**src/cfb_pkg.sv**
```systemverilog
// ----------------------------------------------------------------------------
// cfb_pkg
// Shared types, constants and the crc-16 byte step for the frame builder.
// ----------------------------------------------------------------------------
package cfb_pkg;

    localparam logic [15:0] CRC_INIT   = 16'hFFFF;
    localparam logic [15:0] CRC_POLY   = 16'hA001;
    localparam logic [7:0]  STUFF_A    = 8'hFC;
    localparam logic [7:0]  STUFF_B    = 8'hFE;
    localparam logic [7:0]  STUFF_FILL = 8'h00;

    localparam int QUEUE_DEPTH_DEF = 4;
    localparam int OUT_DEPTH_DEF   = 2;

    typedef enum logic [1:0] {
        REG_START_WORD     = 2'd0,
        REG_SOURCE_ADDRESS = 2'd1,
        REG_DEST_ADDRESS   = 2'd2,
        REG_STOP_WORD      = 2'd3
    } cfg_reg_t;

    typedef struct packed {
        logic [7:0] payload_byte;
        logic       payload_last;
    } payload_t;

    typedef struct packed {
        logic [7:0] line_byte;
        logic       frame_end;
    } result_t;

    // one queued payload byte, tagged by the front end
    typedef struct packed {
        logic [7:0] data;
        logic       last;
        logic       first;
    } item_t;

    typedef struct packed {
        logic [15:0] start_word;
        logic [7:0]  source_address;
        logic [7:0]  destination_address;
        logic [15:0] stop_word;
    } cfg_t;

    typedef enum logic [3:0] {
        PH_ENTRY,
        PH_START_HI,
        PH_START_LO,
        PH_SRC,
        PH_DST,
        PH_DATA,
        PH_CRC_HI,
        PH_CRC_LO,
        PH_STOP_HI,
        PH_STOP_LO
    } phase_t;

    // reflected crc-16, one byte
    function automatic logic [15:0] crc16_feed(input logic [15:0] crc, input logic [7:0] b);
        logic [15:0] c;
        c = crc ^ {8'h00, b};
        for (int k = 0; k < 8; k++)
        begin
            if (c[0])
            begin
                c = (c >> 1) ^ CRC_POLY;
            end
            else
            begin
                c = c >> 1;
            end
        end
        return c;
    endfunction

endpackage

```
**src/cfb_fifo.sv**
```systemverilog
// ----------------------------------------------------------------------------
// cfb_fifo
// Small register queue with a combinational head, used between the stages.
// ----------------------------------------------------------------------------
module cfb_fifo #(
    parameter int WIDTH = 8,
    parameter int DEPTH = 2
) (
    input  logic             clk,
    input  logic             rst_n,
    input  logic             wr,
    input  logic [WIDTH-1:0] wr_data,
    input  logic             rd,
    output logic [WIDTH-1:0] rd_data,
    output logic             full,
    output logic             empty
);
    localparam int AW = (DEPTH > 1) ? $clog2(DEPTH) : 1;
    localparam int CW = $clog2(DEPTH + 1);

    logic [WIDTH-1:0] mem_reg [DEPTH];
    logic [AW-1:0]    wr_ptr_reg, wr_ptr_next;
    logic [AW-1:0]    rd_ptr_reg, rd_ptr_next;
    logic [CW-1:0]    count_reg, count_next;
    logic             do_wr, do_rd;

    assign full    = (count_reg == CW'(DEPTH));
    assign empty   = (count_reg == '0);
    assign rd_data = mem_reg[rd_ptr_reg];
    assign do_wr   = wr && !full;
    assign do_rd   = rd && !empty;

    always_comb
    begin
        wr_ptr_next = wr_ptr_reg;
        rd_ptr_next = rd_ptr_reg;
        count_next  = count_reg;
        if (do_wr)
        begin
            wr_ptr_next = (wr_ptr_reg == AW'(DEPTH - 1)) ? '0 : wr_ptr_reg + 1'b1;
        end
        if (do_rd)
        begin
            rd_ptr_next = (rd_ptr_reg == AW'(DEPTH - 1)) ? '0 : rd_ptr_reg + 1'b1;
        end
        if (do_wr && !do_rd)
        begin
            count_next = count_reg + 1'b1;
        end
        else if (do_rd && !do_wr)
        begin
            count_next = count_reg - 1'b1;
        end
    end

    always_ff @(posedge clk or negedge rst_n)
    begin
        if (!rst_n)
        begin
            wr_ptr_reg <= '0;
            rd_ptr_reg <= '0;
            count_reg  <= '0;
        end
        else
        begin
            wr_ptr_reg <= wr_ptr_next;
            rd_ptr_reg <= rd_ptr_next;
            count_reg  <= count_next;
        end
    end

    always_ff @(posedge clk)
    begin
        if (do_wr)
        begin
            mem_reg[wr_ptr_reg] <= wr_data;
        end
    end

endmodule

```
**src/cfb_front.sv**
```systemverilog
// ----------------------------------------------------------------------------
// cfb_front
// Accepts payload beats and tags each one that opens a new frame.
// ----------------------------------------------------------------------------
module cfb_front (
    input  logic              clk,
    input  logic              rst_n,
    input  logic              push,
    input  cfb_pkg::payload_t payload,
    input  logic              q_full,
    output logic              full,
    output logic              q_wr,
    output cfb_pkg::item_t    q_data
);
    import cfb_pkg::*;

    logic in_frame_reg, in_frame_next;

    assign full = q_full;
    assign q_wr = push && !q_full;

    always_comb
    begin
        q_data.data  = payload.payload_byte;
        q_data.last  = payload.payload_last;
        q_data.first = !in_frame_reg;
    end

    always_comb
    begin
        in_frame_next = in_frame_reg;
        if (q_wr)
        begin
            in_frame_next = !payload.payload_last;
        end
    end

    always_ff @(posedge clk or negedge rst_n)
    begin
        if (!rst_n)
        begin
            in_frame_reg <= 1'b0;
        end
        else
        begin
            in_frame_reg <= in_frame_next;
        end
    end

endmodule

```
**src/cfb_back.sv**
```systemverilog
// ----------------------------------------------------------------------------
// cfb_back
// Sequencer: header, payload, crc, stop bytes (stop unstuffed); one per cycle unless q_empty or out_full.
// ----------------------------------------------------------------------------
module cfb_back (
    input  logic             clk,
    input  logic             rst_n,
    input  cfb_pkg::cfg_t    cfg,
    input  cfb_pkg::item_t   head,
    input  logic             q_empty,
    output logic             q_rd,
    input  logic             out_full,
    output logic             out_wr,
    output cfb_pkg::result_t out_data
);
    import cfb_pkg::*;

    phase_t      phase_reg, phase_next;
    phase_t      eff_phase, follow_phase;
    logic        stuff_reg, stuff_next;
    logic [15:0] crc_reg, crc_next;
    logic [15:0] crc_base;
    logic [7:0]  cur_byte;
    logic        fire, stuff_need, feeds_crc, is_stop;

    // entry resolves from the head item, so a new item starts without a bubble
    always_comb
    begin
        if (phase_reg == PH_ENTRY)
        begin
            eff_phase = head.first ? PH_START_HI : PH_DATA;
        end
        else
        begin
            eff_phase = phase_reg;
        end
    end

    always_comb
    begin
        unique case (eff_phase)
            PH_START_HI: follow_phase = PH_START_LO;
            PH_START_LO: follow_phase = PH_SRC;
            PH_SRC:      follow_phase = PH_DST;
            PH_DST:      follow_phase = PH_DATA;
            PH_DATA:     follow_phase = head.last ? PH_CRC_HI : PH_ENTRY;
            PH_CRC_HI:   follow_phase = PH_CRC_LO;
            PH_CRC_LO:   follow_phase = PH_STOP_HI;
            PH_STOP_HI:  follow_phase = PH_STOP_LO;
            default:     follow_phase = PH_ENTRY;
        endcase
    end

    always_comb
    begin
        unique case (eff_phase)
            PH_START_HI: cur_byte = cfg.start_word[15:8];
            PH_START_LO: cur_byte = cfg.start_word[7:0];
            PH_SRC:      cur_byte = cfg.source_address;
            PH_DST:      cur_byte = cfg.destination_address;
            PH_CRC_HI:   cur_byte = crc_reg[15:8];
            PH_CRC_LO:   cur_byte = crc_reg[7:0];
            PH_STOP_HI:  cur_byte = cfg.stop_word[15:8];
            PH_STOP_LO:  cur_byte = cfg.stop_word[7:0];
            default:     cur_byte = head.data;
        endcase
    end

    assign fire       = !q_empty && !out_full;
    assign is_stop    = (eff_phase == PH_STOP_HI) || (eff_phase == PH_STOP_LO);
    assign stuff_need = !stuff_reg && !is_stop
                        && ((cur_byte == STUFF_A) || (cur_byte == STUFF_B));
    assign feeds_crc  = !stuff_reg && ((eff_phase == PH_START_HI) || (eff_phase == PH_START_LO)
                        || (eff_phase == PH_SRC) || (eff_phase == PH_DST)
                        || (eff_phase == PH_DATA));
    assign crc_base   = (eff_phase == PH_START_HI) ? CRC_INIT : crc_reg;

    // next state
    always_comb
    begin
        phase_next = phase_reg;
        stuff_next = stuff_reg;
        crc_next   = crc_reg;
        if (fire)
        begin
            stuff_next = stuff_need;
            phase_next = stuff_need ? eff_phase : follow_phase;
            if (feeds_crc)
            begin
                crc_next = crc16_feed(crc_base, cur_byte);
            end
        end
    end

    // outputs
    always_comb
    begin
        out_wr             = fire;
        q_rd               = fire && !stuff_need && (follow_phase == PH_ENTRY);
        out_data.line_byte = stuff_reg ? STUFF_FILL : cur_byte;
        out_data.frame_end = !stuff_reg && (eff_phase == PH_STOP_LO);
    end

    always_ff @(posedge clk or negedge rst_n)
    begin
        if (!rst_n)
        begin
            phase_reg <= PH_ENTRY;
            stuff_reg <= 1'b0;
            crc_reg   <= CRC_INIT;
        end
        else
        begin
            phase_reg <= phase_next;
            stuff_reg <= stuff_next;
            crc_reg   <= crc_next;
        end
    end

endmodule

```
**src/crc16_frame_builder_with_stuffing_core.sv**
```systemverilog
// ----------------------------------------------------------------------------
// crc16_frame_builder_with_stuffing_core
// Frame builder: start word, addresses, payload, crc-16 and stop word, stuffed but for the stop word.
// ----------------------------------------------------------------------------
// The output side moves one line byte per cycle while an item is queued and the result queue
// has room. A payload beat gives one line byte, two when it is 0xFC or 0xFE and takes a filler
// byte; the first beat of a frame adds 4 to 8 header bytes and the last adds 4 to 6 crc and stop
// bytes. That single byte-wide sequencer sets the rate; a payload queue in front of it takes new
// beats while it works, and a small result queue behind it takes bytes while the reader is
// stalled. The user must write registers only while the block is idle; the block does not enforce it.
module crc16_frame_builder_with_stuffing_core #(
    parameter int QUEUE_DEPTH = cfb_pkg::QUEUE_DEPTH_DEF,
    parameter int OUT_DEPTH   = cfb_pkg::OUT_DEPTH_DEF
) (
    input  logic              clk,
    input  logic              rst_n,
    input  logic              push,
    output logic              full,
    input  cfb_pkg::payload_t payload,
    output logic              empty,
    input  logic              pop,
    output cfb_pkg::result_t  result,
    input  logic              cfg_write,
    input  cfb_pkg::cfg_reg_t cfg_index,
    input  logic [15:0]       cfg_data
);
    import cfb_pkg::*;

    cfg_t    cfg_reg, cfg_next;
    item_t   q_in, q_head;
    logic    q_wr, q_rd, q_full, q_empty;
    logic    out_wr, out_full;
    result_t out_data;

    always_comb
    begin
        cfg_next = cfg_reg;
        if (cfg_write)
        begin
            unique case (cfg_index)
                REG_START_WORD:     cfg_next.start_word          = cfg_data;
                REG_SOURCE_ADDRESS: cfg_next.source_address      = cfg_data[7:0];
                REG_DEST_ADDRESS:   cfg_next.destination_address = cfg_data[7:0];
                REG_STOP_WORD:      cfg_next.stop_word           = cfg_data;
                default:            cfg_next = cfg_reg;
            endcase
        end
    end

    always_ff @(posedge clk or negedge rst_n)
    begin
        if (!rst_n)
        begin
            cfg_reg <= '0;
        end
        else
        begin
            cfg_reg <= cfg_next;
        end
    end

    cfb_front u_front (
        .clk     (clk),
        .rst_n   (rst_n),
        .push    (push),
        .payload (payload),
        .q_full  (q_full),
        .full    (full),
        .q_wr    (q_wr),
        .q_data  (q_in)
    );

    cfb_fifo #(
        .WIDTH ($bits(item_t)),
        .DEPTH (QUEUE_DEPTH)
    ) u_item_q (
        .clk     (clk),
        .rst_n   (rst_n),
        .wr      (q_wr),
        .wr_data (q_in),
        .rd      (q_rd),
        .rd_data (q_head),
        .full    (q_full),
        .empty   (q_empty)
    );

    cfb_back u_back (
        .clk      (clk),
        .rst_n    (rst_n),
        .cfg      (cfg_reg),
        .head     (q_head),
        .q_empty  (q_empty),
        .q_rd     (q_rd),
        .out_full (out_full),
        .out_wr   (out_wr),
        .out_data (out_data)
    );

    cfb_fifo #(
        .WIDTH ($bits(result_t)),
        .DEPTH (OUT_DEPTH)
    ) u_out_q (
        .clk     (clk),
        .rst_n   (rst_n),
        .wr      (out_wr),
        .wr_data (out_data),
        .rd      (pop),
        .rd_data (result),
        .full    (out_full),
        .empty   (empty)
    );

    // the sequencer only runs on a queued item
    a_no_beat_without_item: assert property (@(posedge clk) disable iff (!rst_n)
        q_empty |-> !out_wr)
        else $error("line byte produced with no queued item");

    a_no_write_when_full: assert property (@(posedge clk) disable iff (!rst_n)
        out_full |-> (!out_wr && !q_rd))
        else $error("sequencer advanced while result queue full");

    a_empty_after_reset: assert property (@(posedge clk) disable iff (!rst_n)
        !$past(rst_n) |-> (empty && !full))
        else $error("queues not clear after reset");

endmodule
```
**config.mk**
```make
export PLATFORM = sky130hd
export DESIGN_NAME = crc16_frame_builder_with_stuffing_core
export DESIGN_NICKNAME = d
export VERILOG_FILES = /design/src/cfb_pkg.sv /design/src/cfb_fifo.sv /design/src/cfb_front.sv /design/src/cfb_back.sv /design/src/crc16_frame_builder_with_stuffing_core.sv
export SDC_FILE = /design/constraint.sdc
export NUM_CORES = 1
export LEC_CHECK = 0
export ABC_AREA = 1
export BUFFER_PORTS_ARGS = -buffer_cell sky130_fd_sc_hd__buf_2
export CAP_MARGIN = 10
export CORE_MARGIN = 5
export CORE_UTILIZATION = 45
export DETAILED_ROUTE_END_ITERATION = 6
export PLACE_DENSITY = 0.66
export SLEW_MARGIN = 20
export SYNTH_ARGS = -nofsm -noshare
export SYNTH_HDL_FRONTEND = slang
export SYNTH_SLANG_ARGS = --single-unit
```
**constraint.sdc**
```tcl
create_clock -name clk -period 2.8 [get_ports clk]
set_input_delay 0.14 -clock clk [delete_from_list [all_inputs] [get_ports clk]]
set_output_delay 0.14 -clock clk [all_outputs]
set_load 0.005 [all_outputs]
```
# Word level (Yosys, flattened, before mapping)
# Memory sizes are Yosys's and may differ from the RTL's.
# Index checks and enable logic that the tools add are counted.
dict set report op_classes {
  add_sub_neg 8
  multipliers 0
  div 0
  magnitude_cmp 0
  eq_ne 18
  shift 0
  muxes 42
  n_bitwise 9
  reduce_logical 47
}
# operator n
set ops {}
lappend ops {{2-to-1 mux 16 bit} 23}
lappend ops {{case mux 8 bit (8 select lines)} 1}
lappend ops {{case mux 4 bit (8 select lines)} 1}
lappend ops {{NOT 2 -> 3 bit} 8}
lappend ops {{equality test 4 x 3 -> 1 bit (second input constant)} 4}
lappend ops {{equality test 8 bit (second input constant)} 2}
lappend ops {{logical AND 1 bit} 16}
lappend ops {{bitwise XOR 16 x 8 -> 16 bit} 1}
lappend ops {{zero test 1 bit} 13}
lappend ops {{2-to-1 mux 3 bit} 4}
lappend ops {{equality test 2 bit (second input constant)} 5}
lappend ops {{AND reduction 2 bit} 5}
lappend ops {{equality test 4 x 2 -> 1 bit (second input constant)} 2}
lappend ops {{equality test 4 bit (second input constant)} 2}
lappend ops {{zero test 4 bit} 2}
lappend ops {{2-to-1 mux 2 bit} 4}
lappend ops {{2-to-1 mux 4 bit} 2}
lappend ops {{2-to-1 mux 8 bit} 1}
lappend ops {{adder 2 x 1 -> 2 bit (second input constant)} 3}
lappend ops {{logical OR 1 bit} 6}
lappend ops {{2-to-1 mux 1 bit} 6}
lappend ops {{equality test 4 x 1 -> 1 bit (second input constant)} 1}
lappend ops {{zero test 2 bit} 2}
lappend ops {{nonzero test 2 bit} 2}
lappend ops {{7 further kinds} 8}
dict set report totals {
  reg_bits 81
  latch_bits 0
  ram_bits 58
  mem_bits_ro 0
  in_bits 32
  wordCells 140
  mem_count 2
}
# memory depth width rd rd_clocked_by_memory_dff wr line_no
set mem_list {}
lappend mem_list {u_item_q.mem_reg 4 10 1 0 1 cfb_fifo.sv:21} ;# logic [WIDTH-1:0] mem_reg [DEPTH];
lappend mem_list {u_out_q.mem_reg 2 9 1 0 1 cfb_fifo.sv:21}

# Longest topological paths before layout
# Gate-level depths: netlist of the first run.
# An unclocked memory read counts as a cell.
dict set report logic_depth {
  word_depth 37
  mapped_depth 21
  depth_no_buf 21
}

# Cells and area by module
# Synthesis of the first run repeated with hierarchy kept, for this count alone.
dict set report hier_totals {
  cells_unflattened 861
  area_unflattened_um2 7584.8
}
# mod instances cells_each area_each_um2
set modules_own_cells {}
lappend modules_own_cells {cfb_back 1 373 2472.4}
lappend modules_own_cells {{cfb_fifo (u_item_q)} 1 177 2074.5}
lappend modules_own_cells {crc16_frame_builder_with_stuffing_core 1 214 2023.2}
lappend modules_own_cells {{cfb_fifo (u_out_q)} 1 78 880.8}
lappend modules_own_cells {cfb_front 1 19 133.9}

# Least setup slack after synthesis of the first run
# OpenSTA, ideal clock, no wires.
dict set report synth_timing {
  kind {flip-flop to flip-flop}
  from {reg u_item_q.rd_ptr_reg[0]}
  to {reg u_item_q.count_reg[2]}
  setup_time_ps 131
  t_arrival_ps 2904
  t_required_ps 2669
  path_slack_ps -234
  stages_incl_launch_ff 20
  path_buffers 2
  path_cell_list {dfrtp_1 inv_1 buf_2 buf_2 nand2_1 a22oi_1 nand4_1 nand3_1 nand3_1 nor4_1 nand2_1 nand2_2 inv_2 nand2_4 ha_1 inv_1 fa_1 a21oi_1 o21ai_0 xor2_1}
}
dict set report synth_via {
  elab_chain_cells 15
  elab_cells_between_ends 32
  classes_between {11 x eq/ne; 6 x mux; 14 x reduce/logical; 1 x memory}
}
# item line_no
set synth_lines {}
lappend synth_lines {{start: declaration} cfb_fifo.sv:23} ;# logic [AW-1:0] rd_ptr_reg, rd_ptr_next;
lappend synth_lines {{start signal: assignment} cfb_fifo.sv:67} ;# rd_ptr_reg <= rd_ptr_next;
lappend synth_lines {{memory (4 x 10 bit) *} n/a}
lappend synth_lines {{2-to-1 mux 3 bit} cfb_back.sv:31} ;# eff_phase = head.first ? PH_START_HI : PH_DATA;
lappend synth_lines {{2-to-1 mux 4 bit} cfb_back.sv:29} ;# if (phase_reg == PH_ENTRY)
lappend synth_lines {{equality test 4 bit (tied with other cells)} {cfb_back.sv:56, cfb_back.sv:70}}
lappend synth_lines {{case mux 8 bit (8 select lines) or logical OR 1 bit (tied branches)} {cfb_back.sv:56, cfb_back.sv:70}}
lappend synth_lines {{equality test 8 bit or zero test 1 bit (tied branches)} {cfb_back.sv:72, cfb_back.sv:71}}
lappend synth_lines {{logical OR 1 bit or logical AND 1 bit (tied branches)} {cfb_back.sv:72, cfb_back.sv:71}}
lappend synth_lines {{logical AND 1 bit} cfb_back.sv:72} ;# && ((cur_byte == STUFF_A) || (cur_byte == STUFF_B));
lappend synth_lines {{zero test 1 bit} cfb_back.sv:99} ;# q_rd = fire && !stuff_need && (follow_phase == PH_ENTRY);
lappend synth_lines {{logical AND 1 bit} cfb_back.sv:99}
lappend synth_lines {{logical AND 1 bit *} cfb_back.sv:99}
lappend synth_lines {{logical AND 1 bit *} cfb_fifo.sv:31} ;# assign do_rd = rd && !empty;
lappend synth_lines {{zero test 1 bit} cfb_fifo.sv:46} ;# if (do_wr && !do_rd)
lappend synth_lines {{logical AND 1 bit} cfb_fifo.sv:46}
lappend synth_lines {{2-to-1 mux 3 bit or nonzero test 2 bit (tied branches)} n/a}
lappend synth_lines {{end signal: assignment} cfb_fifo.sv:68} ;# count_reg <= count_next;
lappend synth_lines {{end: declaration} cfb_fifo.sv:24} ;# logic [CW-1:0] count_reg, count_next;
# Every way passes the cells marked *; elsewhere a longest branch is shown, timed or not.
# A chain may end at the register's enable or synchronous reset.

# Final worst setup path of the first run
dict set report layout_timing {
  from {reg u_back.phase_reg[1]}
  to {reg u_item_q.count_reg[1]}
}
dict set report layout_via {
  elab_chain_cells 14
  elab_cells_between_ends 30
  classes_between {11 x eq/ne; 4 x mux; 15 x reduce/logical}
}
# item line_no
set layout_lines {}
lappend layout_lines {{start: declaration} cfb_back.sv:18} ;# phase_t phase_reg, phase_next;
lappend layout_lines {{start signal: assignment} cfb_back.sv:114} ;# phase_reg <= phase_next;
lappend layout_lines {{zero test 4 bit} cfb_back.sv:29}
lappend layout_lines {{2-to-1 mux 4 bit *} cfb_back.sv:29}
lappend layout_lines {{equality test 4 bit (tied with other cells)} {cfb_back.sv:56, cfb_back.sv:70}}
lappend layout_lines {{case mux 8 bit (8 select lines) or logical OR 1 bit (tied branches)} {cfb_back.sv:56, cfb_back.sv:70}}
lappend layout_lines {{equality test 8 bit or zero test 1 bit (tied branches)} {cfb_back.sv:72, cfb_back.sv:71}}
lappend layout_lines {{logical OR 1 bit or logical AND 1 bit (tied branches)} {cfb_back.sv:72, cfb_back.sv:71}}
lappend layout_lines {{logical AND 1 bit} cfb_back.sv:72}
lappend layout_lines {{zero test 1 bit} cfb_back.sv:99}
lappend layout_lines {{logical AND 1 bit} cfb_back.sv:99}
lappend layout_lines {{logical AND 1 bit *} cfb_back.sv:99}
lappend layout_lines {{logical AND 1 bit *} cfb_fifo.sv:31}
lappend layout_lines {{zero test 1 bit *} cfb_fifo.sv:46}
lappend layout_lines {{logical AND 1 bit *} cfb_fifo.sv:46}
lappend layout_lines {{2-to-1 mux 3 bit *} cfb_fifo.sv:46}
lappend layout_lines {{via u_item_q.count_next[1]} cfb_fifo.sv:24}
# Mark *: on every way through the listed nets, which the timed path passes. The rest lies on a longest branch.

==> results.py, run 1 <==
metrics = {
    "logic_synthesis": {
        "synth.distinct_cells": 47,
        "ys_seq_elements": 139,
        "yosysSeqAreaShare": 0.569,
        "synthesis.nets": 771,
        "netlist_instances": 731,
        "synth_area_per_cell_um2": 9.11,
        "synthesis.area_mm2": 0.00666,
        "ys.warnings.count": 0,
    },
    "critical_path": {
        "cp.arrival_ns": 3.27,
        "critical_path_required_ns": 3.11,
        "slowest_stage": "dfrtp_2",
        "crit_type": "flop to flop",
        "r2r-end": "u_item_q.count_reg[1]",
        "ff2ff_path_depth": 17,
        "cp_max_fo": 6,
        "endpoint_kind": "flop",
        "start_kind": "flop",
        "r2r-start": "u_back.phase_reg[1]",
        "critPathMostFrequentCell": "inv_2",
        "path_buf_inv": 5,
        "path_cells": "buf_4 -> nand4_1 -> inv_2 -> buf_4 -> a22oi_1 -> nand4_1 -> o21ai_2 -> nor4_1 -> nand2_1 -> nand2_2 -> inv_2 -> nand2_4 -> ha_4 -> inv_2 -> fa_2 -> nor2_1 -> a21oi_1",
        "r2r_slack_ns": -0.16,
        "worst-path-stages": 17,
        "path_delay_family": "simple AND/OR/NAND/NOR gates",
        "max_stage_delay_ns": 0.46,
    },
    "sta": {
        "rsz0062_at_grt": "true",
        "fin_setup_tns_ns": -0.316,
        "setup_violations": 2,
        "fmax_ghz": 0.337,
        "worstMarginPinSlew_ns": 0.828,
        "clock_skew_ns": 0.0119,
        "maxSlewViolCount": 0,
        "finalCriticalPeriod_ns": 2.96,
        "finalHoldViolations": 0,
        "finalCritPeriodShare": 1.06,
        "setup_ws_ns": -0.163,
        "slew-limit-headroom": 0.446,
    },
    "finish": {
        "final_cell_mix": "nand2_1 (201), buf_4 (81), o21ai_0 (80)",
        "area_delta_synth_final_pct": 30.1,
        "finalNetCount": 915,
        "largest_reg_flops": 48,
        "regArea_mm2": 0.00379,
        "final_common_cell": "nand2_1",
        "drive_above_1_share": 0.279,
        "fill_cells": 1248,
        "n_antenna_cell": 0,
        "multiInputGateArea_mm2": 0.00267,
    },
    "floorplanning": {
        "coreArea_mm2": 0.0145,
        "die_h_um": 132,
        "start_util": 0.458,
        "ios": 43,
        "rows": 44,
        "die_w_um": 132,
        "die_area_mm2": 0.0173,
    },
    "placement": {
        "routabilityCongestion": 0.888,
        "post-dp-hpwl_mm": 12.0,
        "pre_cts_ws_ns": -0.194,
        "portBuffers": 42,
    },
    "routing": {
        "drt-pass1-iter-count": 6,
        "ant_nets": 0,
        "vias": 5745,
        "wl_per_cell_um": 16.3,
        "drtIter0Drc": 562,
        "viasPerCell": 5.36,
        "drc": 0,
        "totalWireLength_mm": 17.5,
    },
    "clock_tree": {
        "cts_tree": "built",
        "htreeDepth": 4,
        "numCtsBuffers": 17,
        "cts_buffer_depth": 2,
        "root_buffer": "clkbuf_16",
        "clock_latency_ns": 0.43,
        "cts_sinks": 139,
        "clk_pin_slew_ns": 0.06,
    },
    "global_route": {
        "grt_max_degree": 62,
        "grt_overflow": 0,
        "grt_pass1_vias": 5640,
        "grt_usage": 0.205,
        "grt_pass1_wl_mm": 28.3,
        "antenna_found_initial": 0,
    },
    "min_path": {
        "hold_depth": 3,
        "hold_end": "cfg_reg[30]",
        "hold_path.class": "input port to flop",
        "worstHoldStart": "cfg_data[6]",
    },
    "power_and_ir_drop": {
        "leakage_nw": 4.04,
        "max-vdd-ir-drop_mv": 0.643,
        "p_per_area_mw_per_mm2": 1420,
    },
    "run_status": {
        "status": "finished with violations",
        "violations": "setup timing",
    },
    "flow_run": {
        "maxCapViolCount": 0,
    },
}
==> layout make-up <==
class                           instances  area share
Clock buffer                           20      0.0515
Clock inverter                         12      0.0196
Inverter                               80      0.0361
Multi-Input combinational cell        493       0.308
Sequential cell                       139       0.437
Tap cell                              184      0.0266
Timing Repair Buffer                  144       0.121
==> how the worst max path moves through the flow <==
| stage | from | end | slack, ns |
|---|---|---|---|
| global placement | u_back.phase_reg[0] | u_item_q.count_reg[2] | -0.11 |
| detailed placement | u_back.phase_reg[0] | u_item_q.count_reg[2] | -0.19 |
| CTS | u_back.phase_reg[0] | u_item_q.count_reg[2] | -0.11 |
| floorplan | u_back.phase_reg[2] | u_item_q.count_reg[2] | -0.03 |
| finish | u_back.phase_reg[1] | u_item_q.count_reg[1] | -0.16 |
| global route | u_back.phase_reg[3] | u_item_q.count_reg[1] | -0.35 |
==> kinds of logic after synthesis <==
family | Yosys count | share of synthesized area
AO/OA/AOI/OAI | 141 | 0.122
XOR/XNOR | 8 | 0.0105
adder cells (fa/ha/maj) | 8 | 0.0162
buffers and inverters | 100 | 0.0597
flip-flops | 139 | 0.569
AND/OR/NAND/NOR | 335 | 0.223
==> report_power, final <==
group	total (W)	internal, W	switching (W)
sequential	0.00338	0.00300	0.000378
combinational	0.00662	0.00263	0.00399
clock	0.00235	0.00151	0.000845
total	0.0123	0.00714	0.00521
==> per-stage QoR <==
step / hold slack (ns) / area, µm² / util / instances / total power, W
6_report: 0.0248 / 8670 / 0.597 / 1072 / 0.0123
5_1_grt: 0.0279 / 8670 / 0.597 / 1072 / 0.0133
4_1_cts: 0.0107 / 8470 / 0.583 / 1059 / 0.0119
3_5_place_dp: 0.292 / 7540 / 0.519 / 998 / 0.00922
3_3_place_gp: 0.276 / 7540 / 0.519 / 998 / 0.00900
2_1_floorplan: -0.156 / 6730 / - / 731 / 0.00720
==> repair_timing <==
action / CTS / global route
buffers inserted: 10 / 13
pin swaps: 7 / 19
resized for setup: 13 / 34
hold endpoints to repair: 104 / 0
hold buffers: 18 / 0
gates cloned: 1 / 0
setup endpoints to repair: 2 / 5
==> per-layer routing <==
layer,vias to the layer above,part of all wire,GRT usage
met2,208,0.47,0.320
met4,0,0.031,0.0823
li1,2752,-,-
met3,50,0.060,0.0550
met5,-,0,0
met1,2735,0.44,0.272
==> Yosys cell counts, drive strengths merged <==
| master | count | area share |
|---|---|---|
| clkbuf | 11 | 0.0062 |
| o21ai | 88 | 0.066 |
| nor2 | 54 | 0.036 |
| o211ai | 2 | 0.0023 |
| dfrtp | 65 | 0.24 |
| nor3 | 5 | 0.0045 |
| a32o | 5 | 0.0075 |
| o22ai | 5 | 0.0047 |
| xnor2 | 5 | 0.0066 |
| a31oi | 5 | 0.0047 |
| a22oi | 9 | 0.010 |
| and3 | 1 | 0.00094 |
| a22o | 2 | 0.0026 |
| buf | 9 | 0.0081 |
| a221o | 1 | 0.0015 |
| o21bai | 2 | 0.0023 |
| o221ai | 1 | 0.0013 |
| a21oi | 18 | 0.015 |
| edfxtp | 58 | 0.26 |
| nand2 | 223 | 0.13 |
| clkinv | 1 | 0.00056 |
| a221oi | 1 | 0.0013 |
| xor2 | 3 | 0.0039 |
| nor4 | 2 | 0.0019 |
| ha | 7 | 0.013 |
| nand3 | 26 | 0.023 |
| nand4 | 24 | 0.028 |
| fa | 1 | 0.0030 |
| inv | 79 | 0.045 |
| a32oi | 1 | 0.0013 |
| o2bb2ai | 1 | 0.0013 |
| dfstp | 16 | 0.063 |
==> worst min-delay path, stage by stage <==
cell and delay, ns:
buf_2 0.07, inv_1 0.05, o21ai_0 0.15
No activity file was read; power rests on OpenSTA's default activity.
==> inputs of run 2 (changes only) <==
Settings changed: ABC_AREA 1 to 0, BUFFER_PORTS_ARGS -buffer_cell sky130_fd_sc_hd__buf_2 to not set, DONT_BUFFER_PORTS set to 1, PLACE_DENSITY 0.66 to 0.63, REMOVE_ABC_BUFFERS set to 1.
==> results.py, run 2 <==
metrics = {
    "finish": {
        "final_common_cell": "buf_4",
        "final_cell_mix": "buf_4 (92), mux2_2 (59), dfrtp_1 (59)",
        "largest_reg_flops": 48,
        "drive_above_1_share": 0.426,
        "area_delta_synth_final_pct": 32.1,
        "finalNetCount": 686,
        "final_cell_count_no_fill": 847,
        "n_antenna_cell": 0,
    },
    "clock_tree": {
        "root_buffer": "clkbuf_16",
        "clk_pin_slew_ns": 0.06,
        "htreeDepth": 4,
        "cts_sinks": 139,
        "cts_buffer_depth": 2,
        "cts_tree": "built",
        "numCtsBuffers": 17,
        "clock_latency_ns": 0.42,
    },
    "logic_synthesis": {
        "netlist_instances": 517,
        "synthArstFlopShare": 0.583,
        "synth.distinct_cells": 73,
        "yosysSeqAreaShare": 0.556,
        "ys_seq_elements": 139,
        "synthesis.area_mm2": 0.00682,
        "ys.warnings.count": 0,
        "synth.area.top_cells": "edfxtp_1 (26%), dfrtp_1 (24%), mux2_2 (9.9%)",
        "synth_top_area_frac": 0.255,
        "yosys.area.top_type": "edfxtp_1",
        "synth_top_flop_cell": "dfrtp_1",
        "synth_edf_count": 58,
        "synth_most_common_cell": "dfrtp_1",
        "synthTopCellsByCount": "dfrtp_1 (65), mux2_2 (60), edfxtp_1 (58), nand2_1 (33), nor2_1 (24)",
        "synth_area_per_cell_um2": 13.2,
    },
    "flow_run": {
        "maxCapViolCount": 0,
    },
    "critical_path": {
        "cp.arrival_ns": 3.63,
        "start_kind": "flop",
        "critical_path_required_ns": 3.10,
        "cp_max_fo": 11,
        "endpoint_kind": "flop",
        "crit_type": "flop to flop",
    },
    "floorplanning": {
        "die_w_um": 133,
        "die_area_mm2": 0.0177,
        "ios": 43,
        "start_util": 0.454,
        "die_h_um": 133,
        "rows": 45,
        "coreArea_mm2": 0.0150,
    },
    "placement": {
        "routabilityCongestion": 0.898,
        "post-dp-hpwl_mm": 11.4,
        "portBuffers": 0,
        "place_inst": 770,
    },
    "routing": {
        "drtIter0Drc": 242,
        "wl_per_cell_um": 19.1,
        "vias": 4630,
        "totalWireLength_mm": 16.2,
        "viasPerCell": 5.47,
        "drc": 0,
        "drt-pass1-iter-count": 5,
        "ant_nets": 0,
    },
    "run_status": {
        "status": "finished with violations",
        "violations": "setup timing",
    },
    "sta": {
        "finalHoldViolations": 0,
        "worstMarginPinSlew_ns": 0.878,
        "slew-limit-headroom": 0.413,
        "setup_violations": 8,
        "fmax_ghz": 0.301,
        "finalCriticalPeriod_ns": 3.33,
        "fin_setup_tns_ns": -2.41,
        "rsz0062_at_grt": "true",
        "clock_skew_ns": 0.0102,
        "maxSlewViolCount": 0,
        "finalCritPeriodShare": 1.19,
        "setup_ws_ns": -0.527,
    },
    "power_and_ir_drop": {
        "switching_power_w": 0.00491,
        "combPwrFrac": 0.584,
        "seq_power_share": 0.257,
        "p_per_area_mw_per_mm2": 1520,
        "p_sw_frac": 0.358,
        "p_clk_frac": 0.159,
        "p_int_w": 0.00879,
        "max-vdd-ir-drop_mv": 1.05,
        "total_power_w": 0.0137,
        "leakage_nw": 3.60,
    },
    "global_route": {
        "grt_overflow": 0,
        "grt_pass1_wl_mm": 25.8,
        "grt_max_degree": 82,
        "grt_usage": 0.189,
        "grt_pass1_vias": 4827,
        "antenna_found_initial": 0,
    },
    "min_path": {
        "hold_path.class": "input port to flop",
    },
}
==> run 2: cell count changes after synthesis, sizes merged, moves of 7 or more <==
cell    delta
mux2i      +9
nor2      -29
nor2b      +9
nand3     -16
o21ai     -62
mux4       +9
nand4     -22
nand3b     +8
nor3b      +7
nand2    -190
xnor2     +15
mux2      +64
inv       -69
==> run 2: worst paths after layout <==
check | start | endpoint | slack, ns | cells after the start
hold reg to reg | u_back.crc_reg[9] | u_back.crc_reg[9] | 0.48 | 2
hold / removal | cfg_index[1] | cfg_reg[35] | 0.21 | 3
max in group asynchronous | rst_n | u_back.crc_reg[1] | 2.16 | 2
setup reg to reg | u_back.phase_reg[0] | u_item_q.count_reg[2] | -0.53 | 16
min in group asynchronous | rst_n | cfg_reg[14] | 0.27 | 2
setup / recovery | u_back.phase_reg[0] | u_item_q.count_reg[2] | -0.53 | 16
==> run 2: cells by family after synthesis <==
| group | synth area share |
|---|---|
| xor gates and xnor gates | 0.0508 |
| muxes | 0.150 |
| DFF | 0.556 |
| and+or+nand+nor | 0.112 |
| AOI/OAI and AO/OA | 0.0892 |
| adders and majority gates | 0.0158 |
| buffers and inverters | 0.0262 |
==> run 2: repair_timing <==
item	4_1_cts	5_1_grt
setup endpoints to repair	9	12
gates cloned	1	0
setup buffers	10	9
hold buffers	29	0
hold endpoints to repair	167	0
pin swaps	12	15
resized for setup	37	33
==> run 2: through the flow <==
step	utilization	worst slack (ns)	hold WS, ns	instance area (µm²)
finish	0.599	-0.527	0.211	9010
global route	0.599	-0.665	0.207	9010
CTS	0.585	-0.510	0.201	8800
detailed placement	0.511	-0.656	-0.152	7680
global placement	0.511	-0.604	-0.151	7680
floorplan	-	-1.72	-0.156	6680
==> run 2: worst max-delay path: stages (launching register included) <==
cell	delay, ns
dfrtp_2	0.47
buf_12	0.18
buf_4	0.15
nor4bb_4	0.17
a32oi_1	0.18
o311ai_1	0.18
a221oi_4	0.26
nand3_2	0.12
nor4_4	0.26
nand2b_4	0.18
a21o_1	0.14
ha_4	0.15
inv_2	0.04
fa_2	0.34
xor2_1	0.16
nor2_1	0.07
xor2_1	0.15
==> run 2: metal layers <==
layer,vias to the layer above,routed length (µm),global-route usage
li1,2187,-,-
met1,2321,6880,0.231
met2,98,8320,0.323
met3,24,541,0.0433
met4,0,460,0.0756
met5,-,0,0
==> run 2: cell type report <==
class,count,area [µm²]
fillers,1149,6030
flip-flops and latches,139,3800
multi-input cells,340,3100
repair buffers,138,1270
clock buffers,18,429
well taps,188,235
clock inverters,14,145
inverters,10,37.5
==> run 2: power groups by stage <==
| stage | Clock [W] | Sequential, W | Combinational, W |
|---|---|---|---|
| floorplan | 0 | 0.00356 | 0.00430 |
| global placement | 0 | 0.00347 | 0.00698 |
| detailed placement | 0 | 0.00350 | 0.00706 |
| CTS | 0.00222 | 0.00350 | 0.00768 |
| global route | 0.00232 | 0.00358 | 0.00860 |
| finish | 0.00218 | 0.00353 | 0.00800 |
